$ cat config.mk
export PLATFORM = sky130hd
export DESIGN_NAME = sstf_disk_scheduler_core
export DESIGN_NICKNAME = d
export VERILOG_FILES = /design/src/sstf_pkg.sv /design/src/sstf_ctrl.sv /design/src/sstf_datapath.sv /design/src/sstf_disk_scheduler_core.sv
export SDC_FILE = /design/constraint.sdc
export NUM_CORES = 1
export LEC_CHECK = 0
export BUFFER_PORTS_ARGS = -buffer_cell sky130_fd_sc_hd__buf_2
export CORE_MARGIN = 1.5
export CORE_UTILIZATION = 66
export CTS_CLUSTER_SIZE = 12
export DETAILED_ROUTE_END_ITERATION = 6
export HOLD_SLACK_MARGIN = 0.12
export PLACE_DENSITY = 0.85
export SYNTH_ARGS = -nofsm -noshare
export SYNTH_HDL_FRONTEND = slang
export SYNTH_HIERARCHICAL = 1
export SYNTH_SLANG_ARGS = --single-unit
$ cat constraint.sdc
create_clock -name clk -period 23.9 [get_ports clk]
set_clock_uncertainty 0.2 [all_clocks]
set_input_delay 2.39 -clock clk [delete_from_list [all_inputs] [get_ports clk]]
set_output_delay 2.39 -clock clk [all_outputs]
set_load 0.005 [all_outputs]
$ cat src/sstf_pkg.sv
`timescale 1ns / 1ps
// ----------------------------------------------------------------------------
// sstf_pkg: shared types and constants for the SSTF disk scheduler
// Holds the request/result payload structs, the controller command and
// datapath status bundles and the fixed field widths.
// ----------------------------------------------------------------------------
package sstf_pkg;

  // Fixed field widths
  localparam int TRACK_BITS = 16;
  localparam int SEEK_W     = 21;
  localparam int HEAD_W     = 16;

  // Default batch capacity
  localparam int DEF_MAX_REQUESTS = 32;

  // Saturation limit of the running seek total
  localparam logic [SEEK_W-1:0] SEEK_MAX = {SEEK_W{1'b1}};

  // Register map (register index, byte address bit 2)
  localparam logic REG_START_HEAD = 1'b0;

  typedef struct packed {
    logic [TRACK_BITS-1:0] request_track;
    logic                  last_request;
  } sstf_req_t;

  typedef struct packed {
    logic [TRACK_BITS-1:0] served_track;
    logic [TRACK_BITS-1:0] move_distance;
    logic [SEEK_W-1:0]     total_seek;
    logic                  batch_overflow;
    logic                  last_served;
  } sstf_result_t;

  // Controller to datapath commands
  typedef struct packed {
    logic load;         // store one request
    logic begin_batch;  // clear served map, reload head, zero seek total
    logic scan_issue;   // read the entry at the scan index and advance
    logic pick_commit;  // emit best pick, mark it served
  } sstf_cmd_t;

  // Datapath to controller status
  typedef struct packed {
    logic scan_last;    // scan index points at the last loaded entry
    logic pick_last;    // current pick is the final one of the batch
  } sstf_status_t;

endpackage

$ cat src/sstf_ctrl.sv
`timescale 1ns / 1ps
// ----------------------------------------------------------------------------
// sstf_ctrl: sequencing state machine of the SSTF scheduler
// Loads requests while idle, then runs one scan pass over the loaded
// entries per pick and commits the nearest unserved entry.
// ----------------------------------------------------------------------------
module sstf_ctrl (
  input  logic                   clk,
  input  logic                   rst,
  input  logic                   start,
  input  logic                   last_request,
  input  sstf_pkg::sstf_status_t status,
  output sstf_pkg::sstf_cmd_t    cmd,
  output logic                   busy
);
  import sstf_pkg::*;

  typedef enum logic [3:0] {
    ST_IDLE  = 4'b0001,
    ST_SCAN  = 4'b0010,
    ST_DRAIN = 4'b0100,
    ST_EMIT  = 4'b1000
  } state_t;

  state_t state, state_next;

  // State register
  always_ff @(posedge clk) begin
    if (rst) begin
      state <= ST_IDLE;
    end else begin
      state <= state_next;
    end
  end

  // Next state and command decode
  always_comb begin
    state_next = state;
    cmd        = '0;
    unique case (state)
      ST_IDLE: begin
        if (start) begin
          cmd.load = 1'b1;
          if (last_request) begin
            cmd.begin_batch = 1'b1;
            state_next      = ST_SCAN;
          end
        end
      end
      ST_SCAN: begin
        cmd.scan_issue = 1'b1;
        if (status.scan_last) begin
          state_next = ST_DRAIN;
        end
      end
      // last read result is compared in this cycle
      ST_DRAIN: begin
        state_next = ST_EMIT;
      end
      ST_EMIT: begin
        cmd.pick_commit = 1'b1;
        state_next      = status.pick_last ? ST_IDLE : ST_SCAN;
      end
      default: begin
        state_next = ST_IDLE;
      end
    endcase
  end

  assign busy = (state != ST_IDLE);

endmodule

$ cat src/sstf_datapath.sv
`timescale 1ns / 1ps
// ----------------------------------------------------------------------------
// sstf_datapath: request store, nearest-track search and seek accounting
// Request memory with a registered read port, served map, best-candidate
// tracking over one scan pass, and the registered result transaction.
// ----------------------------------------------------------------------------
module sstf_datapath #(
  parameter int MAX_REQUESTS = sstf_pkg::DEF_MAX_REQUESTS
) (
  input  logic                              clk,
  input  logic                              rst,
  input  sstf_pkg::sstf_cmd_t               cmd,
  input  logic [sstf_pkg::TRACK_BITS-1:0]   request_track,
  input  logic [sstf_pkg::HEAD_W-1:0]       start_head,
  output sstf_pkg::sstf_status_t            status,
  output logic                              result_valid,
  output sstf_pkg::sstf_result_t            result
);
  import sstf_pkg::*;

  localparam int IDX_W = $clog2(MAX_REQUESTS);
  localparam int CNT_W = $clog2(MAX_REQUESTS + 1);

  // Request memory
  logic [TRACK_BITS-1:0]   mem [MAX_REQUESTS];
  logic [TRACK_BITS-1:0]   rd_data;
  logic [IDX_W-1:0]        rd_idx;
  logic                    rd_vld;

  // Batch state
  logic [CNT_W-1:0]        loaded_count;
  logic                    dropped;
  logic [MAX_REQUESTS-1:0] served;
  logic [TRACK_BITS-1:0]   head;
  logic [SEEK_W-1:0]       seek_total;
  logic [IDX_W-1:0]        scan_idx;
  logic [CNT_W-1:0]        pick_cnt;

  // Best candidate of the current pass
  logic                    best_found;
  logic [IDX_W-1:0]        best_idx;
  logic [TRACK_BITS-1:0]   best_dist;
  logic [TRACK_BITS-1:0]   best_track;

  logic                    not_full;
  logic [TRACK_BITS-1:0]   cand_dist;
  logic                    cand_take;
  logic [SEEK_W:0]         seek_sum;
  logic [SEEK_W-1:0]       seek_next;

  assign not_full = (loaded_count < CNT_W'(MAX_REQUESTS));

  // Memory write on load, registered read during the scan
  always_ff @(posedge clk) begin
    if (cmd.load && not_full) begin
      mem[loaded_count[IDX_W-1:0]] <= request_track;
    end
    if (cmd.scan_issue) begin
      rd_data <= mem[scan_idx];
    end
  end

  // Candidate distance and compare (earliest index wins ties)
  assign cand_dist = (head >= rd_data) ? (head - rd_data) : (rd_data - head);
  assign cand_take = rd_vld && !served[rd_idx] && (!best_found || (cand_dist < best_dist));

  // Saturating seek accumulation
  assign seek_sum  = {1'b0, seek_total} + (SEEK_W + 1)'(best_dist);
  assign seek_next = seek_sum[SEEK_W] ? SEEK_MAX : seek_sum[SEEK_W-1:0];

  // Status to the controller
  assign status.scan_last = (CNT_W'(scan_idx) == (loaded_count - CNT_W'(1)));
  assign status.pick_last = ((pick_cnt + CNT_W'(1)) == loaded_count);

  // Control state
  always_ff @(posedge clk) begin
    if (rst) begin
      loaded_count <= '0;
      dropped      <= 1'b0;
      served       <= '0;
      head         <= '0;
      seek_total   <= '0;
      scan_idx     <= '0;
      pick_cnt     <= '0;
      rd_vld       <= 1'b0;
      best_found   <= 1'b0;
      result_valid <= 1'b0;
    end else begin
      rd_vld       <= cmd.scan_issue;
      result_valid <= cmd.pick_commit;

      // request load
      if (cmd.load) begin
        if (not_full) begin
          loaded_count <= loaded_count + CNT_W'(1);
        end else begin
          dropped <= 1'b1;
        end
      end

      // batch start
      if (cmd.begin_batch) begin
        served     <= '0;
        head       <= TRACK_BITS'(start_head);
        seek_total <= '0;
        scan_idx   <= '0;
        pick_cnt   <= '0;
        best_found <= 1'b0;
      end

      // scan pass
      if (cmd.scan_issue) begin
        scan_idx <= scan_idx + IDX_W'(1);
      end
      if (cand_take) begin
        best_found <= 1'b1;
      end

      // commit the pick
      if (cmd.pick_commit) begin
        served[best_idx] <= 1'b1;
        head             <= best_track;
        seek_total       <= seek_next;
        pick_cnt         <= pick_cnt + CNT_W'(1);
        scan_idx         <= '0;
        best_found       <= 1'b0;
        if (status.pick_last) begin
          loaded_count <= '0;
          dropped      <= 1'b0;
        end
      end
    end
  end

  // Best candidate payload
  always_ff @(posedge clk) begin
    if (cand_take) begin
      best_idx   <= rd_idx;
      best_dist  <= cand_dist;
      best_track <= rd_data;
    end
    if (cmd.scan_issue) begin
      rd_idx <= scan_idx;
    end
  end

  // Result transaction register
  always_ff @(posedge clk) begin
    if (cmd.pick_commit) begin
      result.served_track   <= best_track;
      result.move_distance  <= best_dist;
      result.total_seek     <= seek_next;
      result.batch_overflow <= dropped;
      result.last_served    <= status.pick_last;
    end
  end

endmodule

$ cat src/sstf_disk_scheduler_core.sv
`timescale 1ns / 1ps
// ----------------------------------------------------------------------------
// sstf_disk_scheduler_core: shortest-seek-time-first disk request scheduler
// Collects a batch of track requests and serves them nearest-first.
// ----------------------------------------------------------------------------
// Usage:
//   Requests enter on req when start is high and busy is low, one per cycle
//   while loading. The transaction with last_request set closes the batch and
//   starts service; requests past MAX_REQUESTS are dropped and reported by
//   batch_overflow on every result of that batch.
//   Service starts at the start_head register (APB, byte address 0). Each
//   pick reads every loaded entry once through the single memory read port,
//   then compares the last read entry and commits the nearest one. busy
//   stays high for the whole service.
//   Each result is shown for one cycle with result_valid high; the receiver
//   cannot stall, and last_served marks the final result of the batch.
//   Ties in distance go to the earliest loaded request; total_seek saturates.
//   Synchronous reset empties the batch and sets start_head to zero; no
//   memory clearing pass is needed.
// ----------------------------------------------------------------------------
module sstf_disk_scheduler_core #(
  parameter int MAX_REQUESTS = sstf_pkg::DEF_MAX_REQUESTS
) (
  input  logic                   clk,
  input  logic                   rst,
  // request channel
  input  logic                   start,
  output logic                   busy,
  input  sstf_pkg::sstf_req_t    req,
  // result channel
  output logic                   result_valid,
  output sstf_pkg::sstf_result_t result,
  // configuration port
  input  logic                   psel,
  input  logic                   penable,
  input  logic                   pwrite,
  input  logic [2:0]             paddr,
  input  logic [31:0]            pwdata,
  output logic [31:0]            prdata,
  output logic                   pready
);
  import sstf_pkg::*;

  logic [HEAD_W-1:0] start_head;
  sstf_cmd_t         cmd;
  sstf_status_t      status;
  logic              cfg_wr;

  // Configuration register
  assign pready = 1'b1;
  assign cfg_wr = psel && penable && pwrite && pready;

  always_ff @(posedge clk) begin
    if (rst) begin
      start_head <= '0;
    end else if (cfg_wr && (paddr[2] == REG_START_HEAD)) begin
      start_head <= pwdata[HEAD_W-1:0];
    end
  end

  always_comb begin
    prdata = '0;
    if (paddr[2] == REG_START_HEAD) begin
      prdata = 32'(start_head);
    end
  end

  // Controller
  sstf_ctrl u_ctrl (
    .clk          (clk),
    .rst          (rst),
    .start        (start),
    .last_request (req.last_request),
    .status       (status),
    .cmd          (cmd),
    .busy         (busy)
  );

  // Datapath
  sstf_datapath #(
    .MAX_REQUESTS (MAX_REQUESTS)
  ) u_datapath (
    .clk           (clk),
    .rst           (rst),
    .cmd           (cmd),
    .request_track (req.request_track),
    .start_head    (start_head),
    .status        (status),
    .result_valid  (result_valid),
    .result        (result)
  );

endmodule
=== After elaboration in Yosys (flattened, before gate mapping) ===
Memory sizes are Yosys's and may differ from the RTL's. A register that Yosys moved wholly into a read port is not among the register bits.
Index checks and enable logic that the tools add are counted.

* $add $sub $neg: 7
* $lt $le $gt $ge: 6
* Eq/ne operators: 10
* Multiplexer cells: 40
* Bitwise operators: 2
* Reductions and logical operators: 15

{| class="wikitable"
|+ Operators by type and width
! operator !! count
|-
| 32-bit 2-to-1 mux || 3
|-
| 16-bit 2-to-1 mux || 4
|-
| 21-bit 2-to-1 mux || 3
|-
| 6-bit 2-to-1 mux || 6
|-
| 32-bit OR || 1
|-
| 16-bit subtractor || 2
|-
| 21-bit by 16-bit adder with 22-bit output || 1
|-
| 16-bit greater-or-equal comparator || 1
|-
| 16-bit less-than comparator || 1
|-
| 4-bit one-hot mux with 4 select lines || 1
|-
| 1-bit 2-to-1 mux || 13
|-
| 6-bit by 1-bit adder with 6-bit output, second input constant || 2
|-
| 5-bit by 6-bit less-than comparator with 1-bit output, second input constant || 2
|-
| 4-bit 2-to-1 mux || 3
|-
| 5-bit 2-to-1 mux || 2
|-
| 1-bit logical AND || 7
|-
| 5-bit by 6-bit equality test with 1-bit output || 1
|-
| 6-bit equality test || 1
|-
| 6-bit less-than comparator, second input constant || 1
|-
| 2-bit 2-to-1 mux || 3
|-
| 2-bit inequality test, second input constant || 3
|-
| 2-bit nonzero test || 3
|-
| 6-bit by 1-bit subtractor with 6-bit output, second input constant || 1
|-
| 5-bit by 1-bit adder with 5-bit output, second input constant || 1
|-
| 13 further kinds || 14
|}

* Bits in registers: 207
* RAM bits: 512
* Logic and storage cells: 102
* Memories kept: 1

{| class="wikitable"
|+ Memory list
! name !! depth !! bits a word !! rd ports !! clocked after memory_dff !! write ports !! RTL line !! text
|-
| u_datapath.mem || 32 || 16 || 1 || 1 || 1 || sstf_datapath.sv:25 || <nowiki>logic [TRACK_BITS-1:0] mem [MAX_REQUESTS];</nowiki>
|}

=== Longest topological paths before layout ===
Gate-level depths: netlist (run 1).

* Depth in word-level cells: 7
* Gate-level depth with buffers: 20
* Depth with buffers taken out: 19

=== By module ===
The synthesis (run 1) kept the hierarchy.

{| class="wikitable"
|+ Modules (own cells, without submodules)
! module !! instances !! cells each !! area each (µm²) !! seq. area each (µm²)
|-
| sstf_datapath || 1 || 1,776 || 29,995.0 || 20,569.7
|-
| sstf_disk_scheduler_core || 1 || 106 || 987.2 || 320.3
|-
| sstf_ctrl || 1 || 26 || 217.7 || 80.1
|}

=== Least setup slack after synthesis (run 1) ===
OpenSTA, ideal clock, no wires.

* Path type: flip-flop to flip-flop
* From: register u_ctrl.state[3]
* To: register u_datapath.seek_total[18]
* Library setup time: 0.134 ns
* Data arrival time: 7.896 ns
* Required time: 23.566 ns
* Setup slack: 15.670 ns
* Stages on the path, launching flop included: 5
* Buffers on the path: 0
* Path through: dfxtp_1 > nor4b_1 > nor3_1 > o311ai_0 > nand3_1

{| class="wikitable"
|+ RTL lines
! item !! RTL line !! text
|-
| start: declaration || sstf_ctrl.sv:25 || <nowiki>state_t state, state_next;</nowiki>
|-
| start signal: assignment || sstf_ctrl.sv:32 || <nowiki>state <= state_next;</nowiki>
|-
| end signal: assignment || sstf_datapath.sv:123 || <nowiki>seek_total <= seek_next;</nowiki>
|-
| end: declaration || sstf_datapath.sv:35 || <nowiki>logic [SEEK_W-1:0] seek_total;</nowiki>
|}

=== Worst setup path in the final report (run 1) ===
* From: register u_datapath.rd_data[0] (read register of u_datapath.mem)
* To: register u_datapath.best_idx[3] (enable)

* Longest elaborated chain between the ends: 5
* Elaborated cells between the ends (all ways): 7
* Those cells by class: 2 x add/sub; 2 x order compare; 1 x mux; 2 x reduce/logical

{| class="wikitable"
|+ RTL lines
! item !! RTL line !! text
|-
| start: declaration || sstf_datapath.sv:26 || <nowiki>logic [TRACK_BITS-1:0] rd_data;</nowiki>
|-
| 16-bit subtractor or 16-bit greater-or-equal comparator (tied branches) || sstf_datapath.sv:64 || <nowiki>assign cand_dist = (head >= rd_data) ? (head - rd_data) : (rd_data - head);</nowiki>
|-
| 16-bit 2-to-1 mux * || sstf_datapath.sv:64 ||
|-
| net u_datapath.cand_dist[8] || sstf_datapath.sv:46 || <nowiki>logic [TRACK_BITS-1:0] cand_dist;</nowiki>
|-
| 16-bit less-than comparator * || sstf_datapath.sv:65 || <nowiki>assign cand_take = rd_vld && !served[rd_idx] && (!best_found || (cand_dist < best_dist));</nowiki>
|-
| 1-bit logical OR * || sstf_datapath.sv:65 ||
|-
| 1-bit logical AND * || sstf_datapath.sv:65 ||
|-
| net u_datapath.cand_take || sstf_datapath.sv:47 || <nowiki>logic cand_take;</nowiki>
|-
| end signal: assignment || sstf_datapath.sv:138 || <nowiki>best_idx <= rd_idx;</nowiki>
|-
| end: declaration || sstf_datapath.sv:41 || <nowiki>logic [IDX_W-1:0] best_idx;</nowiki>
|}

Mark *: on every way through the listed nets, which the timed path passes. The rest lies on a longest branch.
A chain may end at the register's enable or synchronous reset.

==> out/metrics.yaml, run 1 <==
setup_path:
  r2r_cells: 17
  path_cells: "ha_1 -> inv_1 -> fa_1 -> a21oi_1 -> o211ai_1 -> a31oi_1 -> o211ai_1 -> buf_4 -> mux2i_1 -> xnor2_1 -> ha_1 -> a211o_1 -> a2111oi_0 -> o21ai_0 -> a22o_1 -> a211oi_4 -> buf_4"
  cp.arrival_ns: 6.41
  r2r_end: "u_datapath/best_idx[3]"
  crit_type: "reg -> reg"
  cpPeakStageDelay_ns: 0.83
  r2r-start: "u_datapath/rd_data[0]"
  cp-end-kind: "flop"
  slowest_stage: "a211oi_4"
  crit_end: "u_datapath/best_idx[3]"
  startpoint: "u_datapath/rd_data[0]"
  critPathLaunchType: "flop"
  r2r_slack_ns: 17.56
  critPathRequiredTime_ns: 23.98
  crit_fanout: 21
synthesis:
  yosysMostFrequentCell: "edfxtp_1"
  ys_warn_count: 6
  synthArstFlopShare_pct: 0
  ys.flop_type: "edfxtp_1"
  synth_top_area_share_pct: 60.2
  synth_top_area_cell: "edfxtp_1"
  yosysSeqAreaShare_pct: 67.2
  avgSynthCellArea_um2: 16.4
  yosysUniqueCellTypes: 74
  synthesis.area_um2: 31200
  synthTopCellsByArea: "edfxtp_1, mux4_2, dfxtp_1, ha_1, nor2_1"
  synthCells: 1908
  synth_commonest_cells: "edfxtp_1, mux4_2, nor2_1"
  synth_edf_count: 625
  yosys_register_bits: 735
power_and_ir_drop:
  powerDensity_nw_per_um2: 78.0
  peakVddDrop_mv: 0.0898
  p_leak_nw: 11.8
routing:
  num_vias: 18532
  drc: 0
  routed_wl_um: 82200
  drt-initial-drc-count: 2688
  wire_per_inst_um: 30.4
  viasPerCell: 6.85
  antenna_left: 0
  first_pass_iters: 6
clock_tree:
  cts_max_level: 3
  cts_root_buf: "clkbuf_16"
  cts_buffers: 75
  cts_hold_buf: 0
  cts_max_path_buffers: 3
  cts_tree: "yes"
  clkSinkCount: 735
  clk_pin_slew_worst_paths_ns: 0.06
  cts_resized: 0
  insertion_delay_ns: 0.64
  postCtsSetupBuffers: 0
global_routing:
  grt_max_degree: 95
  grt_use_total_pct: 34.9
  grt_overflow_total: 0
  antenna_found_initial: 4
  grt_first_pass_wirelength_um: 121000
  grt_pass1_vias: 18547
cells_and_area:
  syn_to_final_growth_pct: 11.2
  fin_nets: 2177
  final-seq-area_um2: 21000
  nFillCells: 2490
  drive_gt1_share_pct: 21.8
  multi_input_area_um2: 9520
  finalInstanceArea_um2: 34700
worst_hold_path:
  hold_class: "reg -> reg"
  min_path_cells: 0
sta:
  drv_slew: 0
  hold_viol_final: 0
  fin_ws_ns: 17.56
  worst_slew_pin_slew_ns: 1.35
  tns_ns: 0
  setup_viol: 0
  rsz0062_at_grt: "no"
  max_freq_ghz: 0.158
  post-route-period-util_pct: 26.5
  slew_headroom_pct: 9.70
  finalCriticalPeriod_ns: 6.34
place:
  pre_cts_ws_ns: 17.71
  gp_congestion: 0.858
  dpl_cell_area_um2: 32400
  hpwl_um: 45100
  port_buffers: 112
die:
  io_pins: 148
  fp.coreArea_um2: 46600
  row_count: 79
  die-area_um2: 48600
  die_h_um: 220
  start_util_pct: 67.0
  die_x_um: 220
status:
  run_status: "finished, final reports clean"
run:
  drv_cap: 0
[layout by cell type, fill, tap and decap left out, types with 21 or more instances in the layout]
master,synthesis,layout
nand2_1,59,59
buf_4,18,46
a21oi_1,92,92
xnor2_1,27,27
dfxtp_1,110,106
ha_1,69,69
a21o_1,25,25
clkbuf_1,50,27
inv_1,64,64
nor2_1,153,151
clkbuf_16,0,77
mux4_2,162,162
nand3_1,21,21
o21ai_0,27,27
edfxtp_1,625,625
nand2b_1,37,37
buf_2,27,112
xor2_1,23,23
nor2b_1,53,53
mux2i_1,43,43
[metrics by stage]
stage,util (%),cells,hold slack [ns],power [mW]
CTS,74.5,2702,0.251,2.71
finish,74.5,2704,0.251,2.71
global route,74.5,2702,0.263,2.77
global placement,69.6,2577,0.228,1.59
floorplan,-,1923,0.206,1.54
detailed placement,69.6,2577,0.238,1.60
[final cells by class]
cell class                 instances  share of cell area [%]
inverter                          65                   0.703
antenna                            2                  0.0144
multi-input combinational       1012                    27.4
timing repair buffer             158                    2.61
clock buffer                     110                    6.08
clock inverter                    15                   0.519
tap                              607                    2.19
sequential                       735                    60.5
[per-layer routing]
metal,vias up,GRT usage (%),routed length (um)
li1,7639,-,-
met1,9241,44.5,28400
met2,1328,55.9,40000
met3,318,8.40,8830
met4,6,19.2,4980
met5,-,0,43
[state kept, by name (all words and copies together), names as in the netlist]
signal	cells
u_ctrl/state	4
u_datapath/seek_total	21
u_datapath/mem	512
u_datapath/best_idx	5
u_datapath/rd_vld	1
u_datapath/result	55
start_head	16
u_datapath/rd_data	16
u_datapath/rd_idx	5
u_datapath/scan_idx	5
u_datapath/best_found	1
u_datapath/best_dist	16
u_datapath/pick_cnt	6
u_datapath/result_valid	1
u_datapath/best_track	16
u_datapath/loaded_count	6
u_datapath/served	32
u_datapath/dropped	1
u_datapath/head	16
[cells by family (layout without fill, tap and decap cells)]
kind of cell               Yosys count  in the layout  share of synthesized area, %
adders and majority gates           72             72                          2.96
and+or+nand+nor                    403            403                          6.47
DFF                                735            735                          67.2
AOI/OAI and AO/OA                  238            238                          4.93
other                                2             19                        0.0241
xor gates and xnor gates            50             50                          1.40
buffers and inverters              176            348                          2.57
muxes                              232            232                          14.4
[worst min-delay path by stage]
stage	start	to	slack, ns
final	u_datapath/best_track[14]	u_datapath/result[53]	0.25
after global routing	u_datapath/best_track[14]	u_datapath/result[53]	0.26
after CTS	u_datapath/best_track[2]	u_datapath/result[41]	0.25
after detailed placement	u_datapath/best_track[2]	u_datapath/result[41]	0.24
after global placement	u_datapath/dropped	u_datapath/result[1]	0.23
after floorplan	u_datapath/scan_idx[3]	u_datapath/rd_idx[3]	0.21
[power by group]
group / switching (mW) / leakage [nW] / internal (mW)
clock network: 0.501 / 1.10 / 0.627
registers: 0.0159 / 6.51 / 1.41
logic: 0.0956 / 4.18 / 0.0615
[worst max-delay path: cells and delay by family, from the launching register on]
| family | cells | cell delay [ns] |
|---|---|---|
| fa+ha+maj | 3 | 0.65 |
| compound gates | 9 | 3.48 |
| flops | 1 | 0.43 |
| xor+xnor | 1 | 0.11 |
| buf+inv | 3 | 0.86 |
| mux | 1 | 0.23 |
No activity file was read; power rests on OpenSTA's default activity.
==> run 2, diff against run 1 <==
Settings changed: CORE_UTILIZATION 66 to 61, PLACE_DENSITY 0.85 to 0.79.
Clock period 23.9 ns to 6.1 ns, I/O delays scaled along.
==> run 2 against run 1 <==
Setup slack got worse by 17 ns. Combinational power rose to 3.8 times the previous value. Critical endpoint is now u_datapath/best_dist[11]. Via count fell by 5.7%. Cell count rose by 2.9%. Critical path type unchanged.
==> out/metrics.yaml, run 2 (synthesis results as in run 1) <==
sta:
  holdWs_ns: 0.249  # was 0.251 ns
  worst_slew_pin_slew_ns: 1.30  # was 1.35 ns
  hold_viol_final: 0  # unchanged
  tns_ns: 0  # unchanged
  rsz0062_at_grt: "no"  # unchanged
  drv_slew: 0  # unchanged
  max_freq_ghz: 0.183  # was 0.158 GHz
  finalCriticalPeriod_ns: 5.47  # was 6.34 ns
  slew_headroom_pct: 13.2  # was 9.70%
  setup_viol: 0  # unchanged
  post-route-period-util_pct: 89.6  # was 26.5%
global_routing:
  grt_use_total_pct: 28.1  # was 34.9%
  grt_first_pass_wirelength_um: 109000  # was 121000 um
  antenna_found_initial: 2  # was 4
  grt_overflow_total: 0  # unchanged
  grt_pass1_vias: 17720  # was 18547
  grt_max_degree: 95  # unchanged
die:
  start_util_pct: 62.1  # was 67.0%
  die-area_um2: 52500  # was 48600 um2
  fp.coreArea_um2: 50300  # was 46600 um2
  row_count: 82  # was 79
  die_x_um: 229  # was 220 um
  io_pins: 148  # unchanged
  die_h_um: 229  # was 220 um
cells_and_area:
  diodes: 0  # was 2
  final_common_cell: "edfxtp_1"  # unchanged
  nFillCells: 3199  # was 2490
  final_cell_mix: "edfxtp_1, mux4_2, nor2_1, buf_2, dfxtp_1"  # unchanged
  fin_nets: 2197  # was 2177
  drive_gt1_share_pct: 21.7  # was 21.8%
  syn_to_final_growth_pct: 11.9  # was 11.2%
  largest_reg_flops: 512  # unchanged
setup_path:
  critPathRequiredTime_ns: 6.17  # was 23.98 ns
  critPathLaunchType: "flop"  # unchanged
  crit_fanout: 23  # was 21
  crit_type: "reg -> reg"  # unchanged
  cp-end-kind: "flop"  # unchanged
  r2r_slack_ns: 0.63  # was 17.56 ns
  cp.arrival_ns: 5.54  # was 6.41 ns
power_and_ir_drop:
  swShare_pct: 21.9  # was 22.6%
  powerDensity_nw_per_um2: 298  # was 78.0 nW/um2
  p_leak_nw: 11.8  # about the same
  peakVddDrop_mv: 0.280  # was 0.0898 mV
  seq_power_share_pct: 53.6  # was 52.6%
  p_clk_share_pct: 40.7  # was 41.6%
  p_int_mw: 8.12  # was 2.10 mW
  power_frac_comb_pct: 5.7  # was 5.8%
  netSwitchingPower_mw: 2.28  # was 612 uW
clock_tree:
  postCtsSetupBuffers: 0  # unchanged
  cts_max_level: 3  # unchanged
  cts_root_buf: "clkbuf_16"  # unchanged
  insertion_delay_ns: 0.63  # was 0.64 ns
  cts_hold_buf: 16  # was 0
  clkSinkCount: 735  # unchanged
  clk_pin_slew_worst_paths_ns: 0.06  # about the same
  cts_resized: 0  # unchanged
  cts_max_path_buffers: 3  # unchanged
  cts_buffers: 76  # was 75
  cts_tree: "yes"  # unchanged
routing:
  first_pass_iters: 5  # was 6
  drt-initial-drc-count: 1819  # was 2688
  num_vias: 17470  # was 18532
  antenna_left: 0  # unchanged
  viasPerCell: 6.28  # was 6.85
  routed_wl_um: 72300  # was 82200 um
  wire_per_inst_um: 26.0  # was 30.4 um
  drc: 0  # unchanged
worst_hold_path:
  hold_class: "reg -> reg"  # unchanged
status:
  run_status: "finished, final reports clean"  # unchanged
run:
  drv_cap: 0  # unchanged
place:
  gp_congestion: 0.908  # was 0.858
  hpwl_um: 41200  # was 45100 um
  port_buffers: 112  # unchanged
-- run 2: cell types whose count changed in the layout (fill, tap and decap cells not counted), sizes merged --
cell | previous run | this run
buf | 158 | 161
bufinv | 1 | 0
clkbuf | 110 | 102
clkinv | 10 | 13
clkinvlp | 1 | 2
diode | 2 | 0
dlygate4sd3 | 0 | 16
inv | 68 | 69
-- run 2: power by group through the flow --
| stage | sequential [mW] | clock (mW) | combinational, mW |
|---|---|---|---|
| after global placement | 5.67 | 0 | 0.553 |
| final | 5.57 | 4.24 | 0.589 |
| after CTS | 5.57 | 4.31 | 0.589 |
| after detailed placement | 5.67 | 0 | 0.569 |
| after global routing | 5.58 | 4.49 | 0.634 |
| after floorplan | 5.64 | 0 | 0.405 |
-- run 2: final timing paths --
| path | startpoint | end | cells past startpoint |
|---|---|---|---|
| min reg2reg | u_datapath/best_track[1] | u_datapath/result[40] | 0 |
| max | u_datapath/rd_data[0] | u_datapath/best_dist[11] | 18 |
| min | u_datapath/best_track[1] | u_datapath/result[40] | 0 |
| max reg2reg | u_datapath/rd_data[0] | u_datapath/best_dist[11] | 18 |
-- run 2: final cells by class --
cell class              count  area [um2]  area share, %
repair buffers            177        1100           3.15
flip-flops and latches    735       21000           60.1
multi-input cells        1012        9530           27.3
well taps                 672         841           2.41
clock buffers             102        2040           5.84
inverters                  65         244          0.699
clock inverters            19         183          0.523
-- run 2: worst max-delay path: stages, from the launching register on --
cell and delay [ns]:
edfxtp_1 0.41, ha_1 0.24, inv_1 0.07, fa_1 0.18
a21oi_1 0.12, o211ai_1 0.29, a31oi_1 0.09, o211ai_1 0.91
buf_4 0.33, a211oi_1 0.07, a21oi_1 0.16, xor2_1 0.22
ha_1 0.28, a21o_1 0.16, a2111oi_0 0.36, o21ai_0 0.16
a22o_1 0.26, a211oi_4 0.23, buf_4 0.36
-- run 2: metrics by stage --
stage / cell area (um2) / cells / worst slack [ns] / total power [mW] / util [%]
floorplan: 31300 / 1923 / 0.483 / 6.05 / -
CTS: 34900 / 2782 / 0.702 / 10.5 / 69.5
detailed placement: 32500 / 2645 / 0.732 / 6.24 / 64.7
global route: 34900 / 2782 / 0.239 / 10.7 / 69.5
finish: 34900 / 2782 / 0.635 / 10.4 / 69.5
global placement: 32500 / 2645 / 0.823 / 6.22 / 64.7
-- run 2: metal layers --
metal / up-vias / share of wire [%] / GRT usage (%) / routed length, um
li1: 7648 / - / - / -
met2: 853 / 51 / 48.0 / 37100
met5: - / 0.037 / 0 / 27
met3: 153 / 7.7 / 4.74 / 5570
met4: 4 / 3.7 / 10.9 / 2660
met1: 8812 / 37 / 36.3 / 27000
